File: src/rtl/ial_pkg.sv
// ----------------------------------------------------------------------------
// ial_pkg
// Shared types and constants for the indexed array list.
// ----------------------------------------------------------------------------
package ial_pkg;

   localparam int DEPTH  = 16;
   localparam int POS_W  = 5;
   localparam int VAL_W  = 32;
   localparam int IDX_W  = $clog2(DEPTH);
   localparam int CNT_W  = $clog2(DEPTH + 1);
   localparam int LIM_W  = 5;
   localparam int CMP_W  = (POS_W > CNT_W) ? POS_W : CNT_W;

   typedef enum logic [1:0] {
      OP_INSERT = 2'd0,
      OP_DELETE = 2'd1,
      OP_LOCATE = 2'd2,
      OP_NONE   = 2'd3
   } ial_op_type;

   typedef enum logic [1:0] {
      ST_OK       = 2'd0,
      ST_RANGE    = 2'd1,
      ST_FULL     = 2'd2,
      ST_NOTFOUND = 2'd3
   } ial_status_type;

   typedef struct packed {
      ial_op_type               req_type;
      logic [POS_W-1:0]         position;
      logic signed [VAL_W-1:0]  item_value;
   } ial_req_type;

   typedef struct packed {
      ial_status_type           status;
      logic signed [VAL_W-1:0]  removed_value;
      logic [IDX_W-1:0]         found_position;
      logic [CNT_W-1:0]         entry_count;
   } ial_rsp_type;

   typedef struct packed {
      logic load_new;
      logic take_left;
      logic take_right;
   } ial_cell_ctl_type;

endpackage

File: src/rtl/ial_cell.sv
// ----------------------------------------------------------------------------
// ial_cell
// One list position: holds an entry, shifts from either neighbor, compares.
// ----------------------------------------------------------------------------
module ial_cell (
   input  logic                            clock,
   input  ial_pkg::ial_cell_ctl_type       ctl,
   input  logic signed [ial_pkg::VAL_W-1:0] new_value,
   input  logic signed [ial_pkg::VAL_W-1:0] left_value,
   input  logic signed [ial_pkg::VAL_W-1:0] right_value,
   input  logic signed [ial_pkg::VAL_W-1:0] key,
   output logic signed [ial_pkg::VAL_W-1:0] entry,
   output logic                            match
);

   logic signed [ial_pkg::VAL_W-1:0] entry_ff;
   logic signed [ial_pkg::VAL_W-1:0] entry_in;

   always_comb begin
      entry_in = entry_ff;
      if (ctl.load_new) begin
         entry_in = new_value;
      end else if (ctl.take_left) begin
         entry_in = left_value;
      end else if (ctl.take_right) begin
         entry_in = right_value;
      end
   end

   always_ff @(posedge clock) begin
      entry_ff <= entry_in;
   end

   assign entry = entry_ff;
   assign match = (entry_ff == key);

endmodule

File: src/rtl/indexed_array_list.sv
// A result word appears in the cycle after its request word is taken.
// Throughput: one request per cycle unless the result stalls; every cell
// shifts or compares at once; a stalled result register holds input.
// Reset: synchronous; clears the count, the result valid and sets the
// capacity limit to the full depth. Entry contents are not cleared.
// ----------------------------------------------------------------------------
// indexed_array_list
// Packed ordered list with insert, delete and locate over a row of cells.
// ----------------------------------------------------------------------------
module indexed_array_list (
   input  logic                         clock,
   input  logic                         reset,
   input  logic                         req_valid,
   output logic                         req_ready,
   input  ial_pkg::ial_req_type         req_data,
   output logic                         rsp_valid,
   input  logic                         rsp_ready,
   output ial_pkg::ial_rsp_type         rsp_data,
   input  logic                         csr_valid,
   output logic                         csr_ready,
   input  logic [ial_pkg::LIM_W-1:0]    csr_data
);

   logic [ial_pkg::LIM_W-1:0]           limit_ff;
   logic [ial_pkg::CNT_W-1:0]           count_ff;
   logic [ial_pkg::CNT_W-1:0]           count_in;
   logic                                rsp_valid_ff;
   ial_pkg::ial_rsp_type                rsp_data_ff;
   ial_pkg::ial_rsp_type                rsp_data_in;

   logic                                accept;
   logic [ial_pkg::CMP_W-1:0]           pos_x;
   logic [ial_pkg::CMP_W-1:0]           cnt_x;
   logic [ial_pkg::CMP_W-1:0]           lim_x;
   logic                                ins_ok;
   logic                                del_ok;

   ial_pkg::ial_cell_ctl_type           ctl   [ial_pkg::DEPTH];
   logic signed [ial_pkg::VAL_W-1:0]    entry [ial_pkg::DEPTH];
   logic [ial_pkg::DEPTH-1:0]           match;
   logic [ial_pkg::DEPTH-1:0]           hit;

   assign csr_ready = 1'b1;
   assign req_ready = !rsp_valid_ff || rsp_ready;
   assign accept    = req_valid && req_ready;

   assign pos_x = ial_pkg::CMP_W'(req_data.position);
   assign cnt_x = ial_pkg::CMP_W'(count_ff);
   assign lim_x = (ial_pkg::CMP_W'(limit_ff) < ial_pkg::CMP_W'(ial_pkg::DEPTH)) ?
                  ial_pkg::CMP_W'(limit_ff) : ial_pkg::CMP_W'(ial_pkg::DEPTH);

   assign ins_ok = (req_data.req_type == ial_pkg::OP_INSERT) &&
                   (pos_x <= cnt_x) && (cnt_x < lim_x);
   assign del_ok = (req_data.req_type == ial_pkg::OP_DELETE) && (pos_x < cnt_x);

   for (genvar i = 0; i < ial_pkg::DEPTH; i++) begin : g_cell
      logic signed [ial_pkg::VAL_W-1:0] left_v;
      logic signed [ial_pkg::VAL_W-1:0] right_v;

      if (i == 0) begin : g_first
         assign left_v = '0;
      end else begin : g_mid_l
         assign left_v = entry[i-1];
      end
      if (i == ial_pkg::DEPTH - 1) begin : g_last
         assign right_v = '0;
      end else begin : g_mid_r
         assign right_v = entry[i+1];
      end

      assign ctl[i].load_new   = accept && ins_ok && (pos_x == ial_pkg::CMP_W'(i));
      assign ctl[i].take_left  = accept && ins_ok && (pos_x <  ial_pkg::CMP_W'(i));
      assign ctl[i].take_right = accept && del_ok && (pos_x <= ial_pkg::CMP_W'(i));
      assign hit[i] = match[i] && (ial_pkg::CMP_W'(i) < cnt_x);

      ial_cell u_cell (
         .clock       (clock),
         .ctl         (ctl[i]),
         .new_value   (req_data.item_value),
         .left_value  (left_v),
         .right_value (right_v),
         .key         (req_data.item_value),
         .entry       (entry[i]),
         .match       (match[i])
      );
   end

   always_comb begin
      rsp_data_in               = '0;
      rsp_data_in.status        = ial_pkg::ST_OK;
      count_in                  = count_ff;
      case (req_data.req_type)
         ial_pkg::OP_INSERT: begin
            if (pos_x > cnt_x) begin
               rsp_data_in.status = ial_pkg::ST_RANGE;
            end else if (!ins_ok) begin
               rsp_data_in.status = ial_pkg::ST_FULL;
            end else begin
               count_in = count_ff + 1'b1;
            end
         end
         ial_pkg::OP_DELETE: begin
            if (!del_ok) begin
               rsp_data_in.status = ial_pkg::ST_RANGE;
            end else begin
               rsp_data_in.removed_value = entry[req_data.position[ial_pkg::IDX_W-1:0]];
               count_in = count_ff - 1'b1;
            end
         end
         ial_pkg::OP_LOCATE: begin
            rsp_data_in.status = ial_pkg::ST_NOTFOUND;
            for (int i = 0; i < ial_pkg::DEPTH; i++) begin
               if (hit[i]) begin
                  rsp_data_in.status         = ial_pkg::ST_OK;
                  rsp_data_in.found_position = ial_pkg::IDX_W'(i);
               end
            end
         end
         default: begin
            rsp_data_in.status = ial_pkg::ST_OK;
         end
      endcase
      rsp_data_in.entry_count = count_in;
   end

   always_ff @(posedge clock) begin
      if (reset) begin
         limit_ff     <= ial_pkg::LIM_W'(ial_pkg::DEPTH);
         count_ff     <= '0;
         rsp_valid_ff <= 1'b0;
      end else begin
         if (csr_valid && csr_ready) begin
            limit_ff <= csr_data;
         end
         if (accept) begin
            count_ff     <= count_in;
            rsp_valid_ff <= 1'b1;
         end else if (rsp_ready) begin
            rsp_valid_ff <= 1'b0;
         end
      end
   end

   always_ff @(posedge clock) begin
      if (accept) begin
         rsp_data_ff <= rsp_data_in;
      end
   end

   assign rsp_valid = rsp_valid_ff;
   assign rsp_data  = rsp_data_ff;

endmodule

File: config.mk
export PLATFORM = sky130hd
export DESIGN_NAME = indexed_array_list
export DESIGN_NICKNAME = d
export VERILOG_FILES = /design/src/rtl/ial_pkg.sv /design/src/rtl/ial_cell.sv /design/src/rtl/indexed_array_list.sv
export SDC_FILE = /design/constraint.sdc
export NUM_CORES = 2
export LEC_CHECK = 0
export ABC_AREA = 1
export BUFFER_PORTS_ARGS = -buffer_cell sky130_fd_sc_hd__buf_2
export CAP_MARGIN = 20
export CORE_ASPECT_RATIO = 0.7
export CORE_UTILIZATION = 35
export DETAILED_ROUTE_END_ITERATION = 7
export PLACE_DENSITY = 0.55
export SETUP_SLACK_MARGIN = 0.4
export SYNTH_ARGS = -nofsm -noshare
export SYNTH_HDL_FRONTEND = slang
export SYNTH_SLANG_ARGS = --single-unit
export TNS_END_PERCENT = 50
File: constraint.sdc
create_clock -name clock -period 11.2 [get_ports clock]
set_clock_uncertainty 0.05 [all_clocks]
set_input_delay 0.56 -clock clock [delete_from_list [all_inputs] [get_ports clock]]
set_output_delay 0.56 -clock clock [all_outputs]
set_load 0.02 [all_outputs]
**Word level (Yosys, flattened, before mapping)**

Cells that the tools add are included.
Widths: inputs -> output; s select.

- Mux-type cells: 93
- Magnitude comparators: 54
- Bitwise gates (word level): 1
- Reduce and logical (&&, ||, !) cells: 92
- Eq/ne operators: 33
- Add/subtract/negate cells: 2

Operators with widths:

| cell | number |
|---|---|
| $mux 32 | 50 |
| $eq 32x32->1 | 16 |
| $bmux 32 s4 | 1 |
| $logic_and 1x1->1 | 70 |
| $mux 4 | 14 |
| $reduce_bool 3->1 | 16 |
| $eq 5x4->1 const B | 8 |
| $le 5x4->1 const B | 8 |
| $lt 4x5->1 const A | 8 |
| $lt 5x4->1 const B | 8 |
| $mux 2 | 18 |
| $eq 5x3->1 const B | 4 |
| $le 5x3->1 const B | 4 |
| $lt 3x5->1 const A | 4 |
| $lt 5x3->1 const B | 4 |
| $mux 5 | 4 |
| $eq 5x2->1 const B | 2 |
| $le 5x1->1 const B | 2 |
| $le 5x2->1 const B | 2 |
| $lt 1x5->1 const A | 2 |
| $lt 2x5->1 const A | 2 |
| $lt 5x1->1 const B | 2 |
| $lt 5x2->1 const B | 2 |
| $lt 5x5->1 | 2 |
| 19 further kinds | 22 |

- Flip-flop bits (word level): 566

**Longest topological paths before layout**

- Depth after elaboration: 19
- Gate-level depth with buffers: 24
- Gate-level depth less buffers: 23

**Modules after synthesis**

Synthesis repeated with hierarchy kept, for this count alone.

- Cell total of the unflattened synthesis: 6655
- Area, all modules: 44036.0 um2

By module, submodules not included:

| module | seq. area each (um2) | times used | area an instance (um2) | cells an instance |
|---|---|---|---|---|
| ial_cell | 960.9 | 16 | 2314.7 | 346 |
| indexed_array_list | 1511.4 | 1 | 7000.5 | 1119 |

**Least setup slack after synthesis**

No wires, ideal clock.

- Kind: flip-flop to flip-flop
- From: register count_ff, in the netlist cnt_x[2]
- To: register g_cell[8].u_cell.entry_ff, in the netlist g_cell[8].u_cell.entry[0] (enable)
- Required time: 10617 ps
- Period minus slack after synthesis: 5994 ps
- Buffers on the path: 0
- Slack: 5206 ps
- Cell stages (with the launch flop): 11
- Arrival time: 5411 ps
- Cells stage by stage: dfxtp_1 > clkinv_1 > ha_1 > nand2_1 > nor2_1 > nand2_1 > o211a_1 > nand2_1 > nor2_1 > inv_1 > o311ai_0

- Word-level cells in the longest chain between the ends: 6
- Elaborated cells on any way between the ends: 12
- Those cells by class: order compare (3); reduce/logical (9)

RTL lines:

| element | RTL line | RTL |
|---|---|---|
| start, declared | indexed_array_list.sv:25 | `logic [ial_pkg::CNT_W-1:0] count_ff;` |
| start signal, assigned | indexed_array_list.sv:136 | `count_ff <= count_in;` |
| $le 5x5->1 | indexed_array_list.sv:53 | `(pos_x <= cnt_x) && (cnt_x < lim_x);` |
| $logic_and 1x1->1 | indexed_array_list.sv:52 | `assign ins_ok = (req_data.req_type == ial_pkg::OP_INSERT) &&` |
| $logic_and 1x1->1 | indexed_array_list.sv:53 |  |
| $logic_and 1x1->1 | indexed_array_list.sv:71, indexed_array_list.sv:72 |  |
| $logic_and 1x1->1 (on tied branches) | indexed_array_list.sv:72, indexed_array_list.sv:71 |  |
| $reduce_bool 3->1 (no source line) * | -- |  |
| end signal, assigned | ial_cell.sv:31 | `entry_ff <= entry_in;` |
| end, declared | ial_cell.sv:16 | `logic signed [ial_pkg::VAL_W-1:0] entry_ff;` |

Mark *: on every way between the ends. The rest lies on a longest branch, timed or not.
A chain may end at the register's enable or synchronous reset.

**Worst setup path in the final report**

- From: register count_ff, in the netlist cnt_x[4]
- To: register g_cell[2].u_cell.entry_ff, in the netlist g_cell[2].u_cell.entry[8] (enable)

- Word-level cells in the longest chain between the ends: 6
- Elaborated cells on any way between the ends: 12
- Those cells by class: order compare (3); reduce/logical (9)

RTL lines:

| element | RTL line |
|---|---|
| $le 5x5->1 | indexed_array_list.sv:53 |
| $logic_and 1x1->1 | indexed_array_list.sv:52 |
| $logic_and 1x1->1 | indexed_array_list.sv:53 |
| $logic_and 1x1->1 | indexed_array_list.sv:71, indexed_array_list.sv:72 |
| $logic_and 1x1->1 (on tied branches) | indexed_array_list.sv:72, indexed_array_list.sv:71 |
| $reduce_bool 3->1 (no source line) * | -- |
| end signal, assigned | ial_cell.sv:31 |
| end, declared | ial_cell.sv:16 |

Marks and branches as above.

==> results.py <==
metrics = {
    "clock_tree": {
        "cts_resized": 0,
        "insertion_delay_ns": 0.68,
        "clkSinkCount": 566,
        "root_buffer": "clkbuf_16",
        "cts_made_buffers": 67,
        "cts_buffer_depth": 3,
        "ctsHoldBuffers": 0,
        "cts_tree": "yes",
        "htreeDepth": 3,
        "clkTransAtPathRegs_ns": 0.07,
        "cts_setup_buffers": 0,
    },
    "layout": {
        "drive_gt1_frac": 0.0889,
        "num-fill-cells": 10728,
        "layout_commonest_cell": "nand2_1",
        "layout_common_cells": "nand2_1 (849), edfxtp_1 (555), o21ai_0 (416)",
        "nets": 4399,
        "finish.instance_area_um2": 41300,
        "fin_cells": 5812,
        "syn2layout_area_growth_pct": 11.2,
    },
    "hold_path": {
        "min-delay-path-class": "in -> reg",
    },
    "detailed_routing": {
        "drc_errors": 0,
        "routed_wl_um": 204000,
        "wl_per_cell_um": 35.2,
        "ant_nets": 0,
        "num_vias": 38922,
        "detail_route.iter0.violations": 7831,
        "viasPerCell": 6.70,
        "drt_first_pass_iters": 7,
    },
    "critical_path": {
        "rrSetupSlack_ns": 5.20,
        "cp_top_family": "buffers and inverters",
        "cp-startpoint": "cnt_x[4]$_SDFFE_PP0P_",
        "r2r-start": "cnt_x[4]$_SDFFE_PP0P_",
        "reg2reg_depth": 19,
        "crit_buf_inv": 8,
        "reg2reg_to": "g_cell[2].u_cell.entry[8]$_DFFE_PP_",
        "cp-start-kind": "flip-flop",
        "end_kind": "flip-flop",
        "crit_type": "reg -> reg",
        "path_max_fanout": 55,
        "cp-endpoint": "g_cell[2].u_cell.entry[8]$_DFFE_PP_",
        "crit_slowest_cell": "dfxtp_1",
        "cp.arrival_ns": 6.24,
        "critPathMaxStageDelay_ns": 0.68,
        "worstPathRequired_ns": 11.44,
        "cp_cell_sequence": "inv_1 > ha_1 > nand2_1 > nor2_1 > nand2_1 > o211a_1 > a21oi_1 > inv_2 > nand3_2 > nor2_4 > inv_4 > nor2_8 > inv_2 > nor2_4 > buf_4 > inv_2 > buf_4 > a21oi_4 > buf_4",
        "cp.depth": 19,
    },
    "floorplanning": {
        "die_area_um2": 107000,
        "ios": 95,
        "fp.dieW_um": 391,
        "start_util": 0.355,
        "row_count": 99,
        "die_h_um": 275,
        "coreArea_um2": 105000,
    },
    "logic_synthesis": {
        "syn_inst": 4433,
        "synth-seq-cells": 566,
        "syn_avg_cell_area_um2": 8.38,
        "async_reset_ff_frac": 0,
        "synth_area_um2": 37100,
        "synth_ff_type": "edfxtp_1",
        "yosysSeqAreaShare": 0.455,
        "synth-edff-count": 555,
        "syn_nets": 4494,
        "ys_warn_count": 0,
        "ys_types": 51,
    },
    "global_routing": {
        "antenna_found_initial": 13,
        "gr-total-overflow": 0,
        "grt_pass1_wl_um": 279000,
        "grt_pass1_vias": 34491,
        "grt_max_degree": 85,
        "track_usage": 0.371,
    },
    "power_and_ir_drop": {
        "seq_power_share": 0.439,
        "p_leak_nw": 14.8,
        "switchingPower_w": 0.00162,
        "pwr-share-clk": 0.427,
        "power.density_nw_per_um2": 132,
        "power.ir.vdd_worst_mv": 0.109,
        "power_w": 0.00546,
        "p_comb_frac": 0.135,
        "netSwitchingFraction": 0.296,
        "p_int_w": 0.00385,
    },
    "timing": {
        "fmax_mhz": 167,
        "fin_crit_ns": 6.00,
        "fin_tns_setup_ns": 0,
        "period_share": 0.536,
        "postLayoutSetupSlackWorst_ns": 5.20,
        "tightest_slew_ns": 1.48,
        "rsz0062_at_grt": "false",
        "setup_viol": 0,
        "maxSlewViolCount": 0,
        "max-slew-margin-rel": 0.0162,
        "hold_violations": 0,
    },
    "flow_run": {
        "max_cap_violations": 0,
    },
    "placement": {
        "placed_cells": 5676,
        "place_hpwl_um": 146000,
        "gp_congestion": 1.04,
        "preCtsSetupSlack_ns": 5.07,
        "io_buffer_count": 93,
        "postPlaceCellArea_um2": 39000,
    },
    "run_status": {
        "status": "finished clean",
    },
}
-- synth_stat cells, types with 13 or more instances --
master       n  area share
a311oi_1    17      0.0040
a211oi_1    28      0.0057
inv_1      386       0.039
nor3_1      20      0.0027
o31ai_1     23      0.0047
xor2_1      65       0.015
nand2_1    855       0.086
o2111ai_1   32      0.0075
o311ai_0    16      0.0038
nor4_1      46      0.0078
buf_2       54      0.0073
o211ai_1   121       0.024
nor2_1     319       0.032
nand4_1     62       0.010
buf_1       49      0.0050
a22oi_1     61       0.012
o21ai_0    418       0.056
o221ai_1   119       0.028
o21ai_1     27      0.0036
a21oi_1    108       0.015
or2_2       21      0.0035
o22ai_1    343       0.058
nand3_1     75       0.010
edfxtp_1   555        0.45
a221oi_1    50       0.012
a31oi_1     13      0.0022
xnor2_1    180       0.042
clkbuf_1   280       0.028
-- worst min-delay path by stage --
stage | startpoint | cells past startpoint | slack, ns | endpoint
2_1_floorplan | limit_ff[1]$_SDFFE_PP0P_ | 2 | 0.39 | limit_ff[1]$_SDFFE_PP0P_
3_3_place_gp | limit_ff[2]$_SDFFE_PP0P_ | 2 | 0.41 | limit_ff[2]$_SDFFE_PP0P_
3_5_place_dp | limit_ff[2]$_SDFFE_PP0P_ | 2 | 0.41 | limit_ff[2]$_SDFFE_PP0P_
4_1_cts | csr_data[1] | 3 | 0.08 | limit_ff[1]$_SDFFE_PP0P_
5_1_grt | csr_data[0] | 3 | 0.10 | limit_ff[0]$_SDFFE_PP0P_
6_report | csr_data[4] | 3 | 0.11 | limit_ff[4]$_SDFFE_PP1P_
-- layout make-up --
cell class	instances	area [um2]	area share
Clock inverter	30	304	0.00736
Tap cell	1414	1770	0.0428
Multi-Input combinational cell	3079	17400	0.422
Inverter	404	1520	0.0368
Antenna cell	10	25.0	0.000606
Clock buffer	89	1890	0.0457
Sequential cell	566	16900	0.409
Timing Repair Buffer	220	1480	0.0358
-- worst register-to-register path: stages, from the launching register on --
cell     delay [ns]
dfxtp_1        0.68
inv_1          0.21
ha_1           0.34
nand2_1        0.10
nor2_1         0.07
nand2_1        0.06
o211a_1        0.19
a21oi_1        0.08
inv_2          0.08
nand3_2        0.12
nor2_4         0.53
inv_4          0.19
nor2_8         0.37
inv_2          0.32
nor2_4         0.16
buf_4          0.60
inv_2          0.41
buf_4          0.35
a21oi_4        0.15
buf_4          0.50
-- stage by stage --
step           hold WS (ns)  utilization
3_5_place_dp          0.412        0.372
4_1_cts              0.0824        0.393
3_3_place_gp          0.407        0.372
5_1_grt               0.101        0.394
2_1_floorplan         0.389            -
6_report              0.106        0.394
-- layer usage --
layer	vias up	routed length, um	GRT usage
met5	-	216	0.00952
met4	12	5900	0.0894
met3	392	42600	0.234
met2	3634	74000	0.461
met1	18998	81700	0.519
li1	15886	-	-
-- logic make-up (layout without fill, tap and decap cells) --
kind of cell | Yosys count | in the layout | synth area share
AO/OA/AOI/OAI | 1405 | 1405 | 0.244
XOR/XNOR | 245 | 245 | 0.0578
adder cells (fa/ha/maj) | 12 | 12 | 0.00404
buffers and inverters | 788 | 743 | 0.0817
flip-flops | 566 | 566 | 0.455
other | 1 | 11 | 0.000101
AND/OR/NAND/NOR | 1416 | 1416 | 0.158
-- power by group through the flow --
stage	Combinational (W)	Clock, W	Sequential [W]
finish	0.000735	0.00233	0.00240
global route	0.000735	0.00240	0.00240
CTS	0.000679	0.00233	0.00239
detailed placement	0.000676	0	0.00244
global placement	0.000675	0	0.00244
floorplan	0.000349	0	0.00244
-- state kept, by name, summed over array words and instances (netlist names) --
signal and count:
cnt_x 5, limit_ff 5, rsp_valid 1, g_cell.u_cell.entry 512
rsp_data 43
Power figures use the tool's default switching activity.
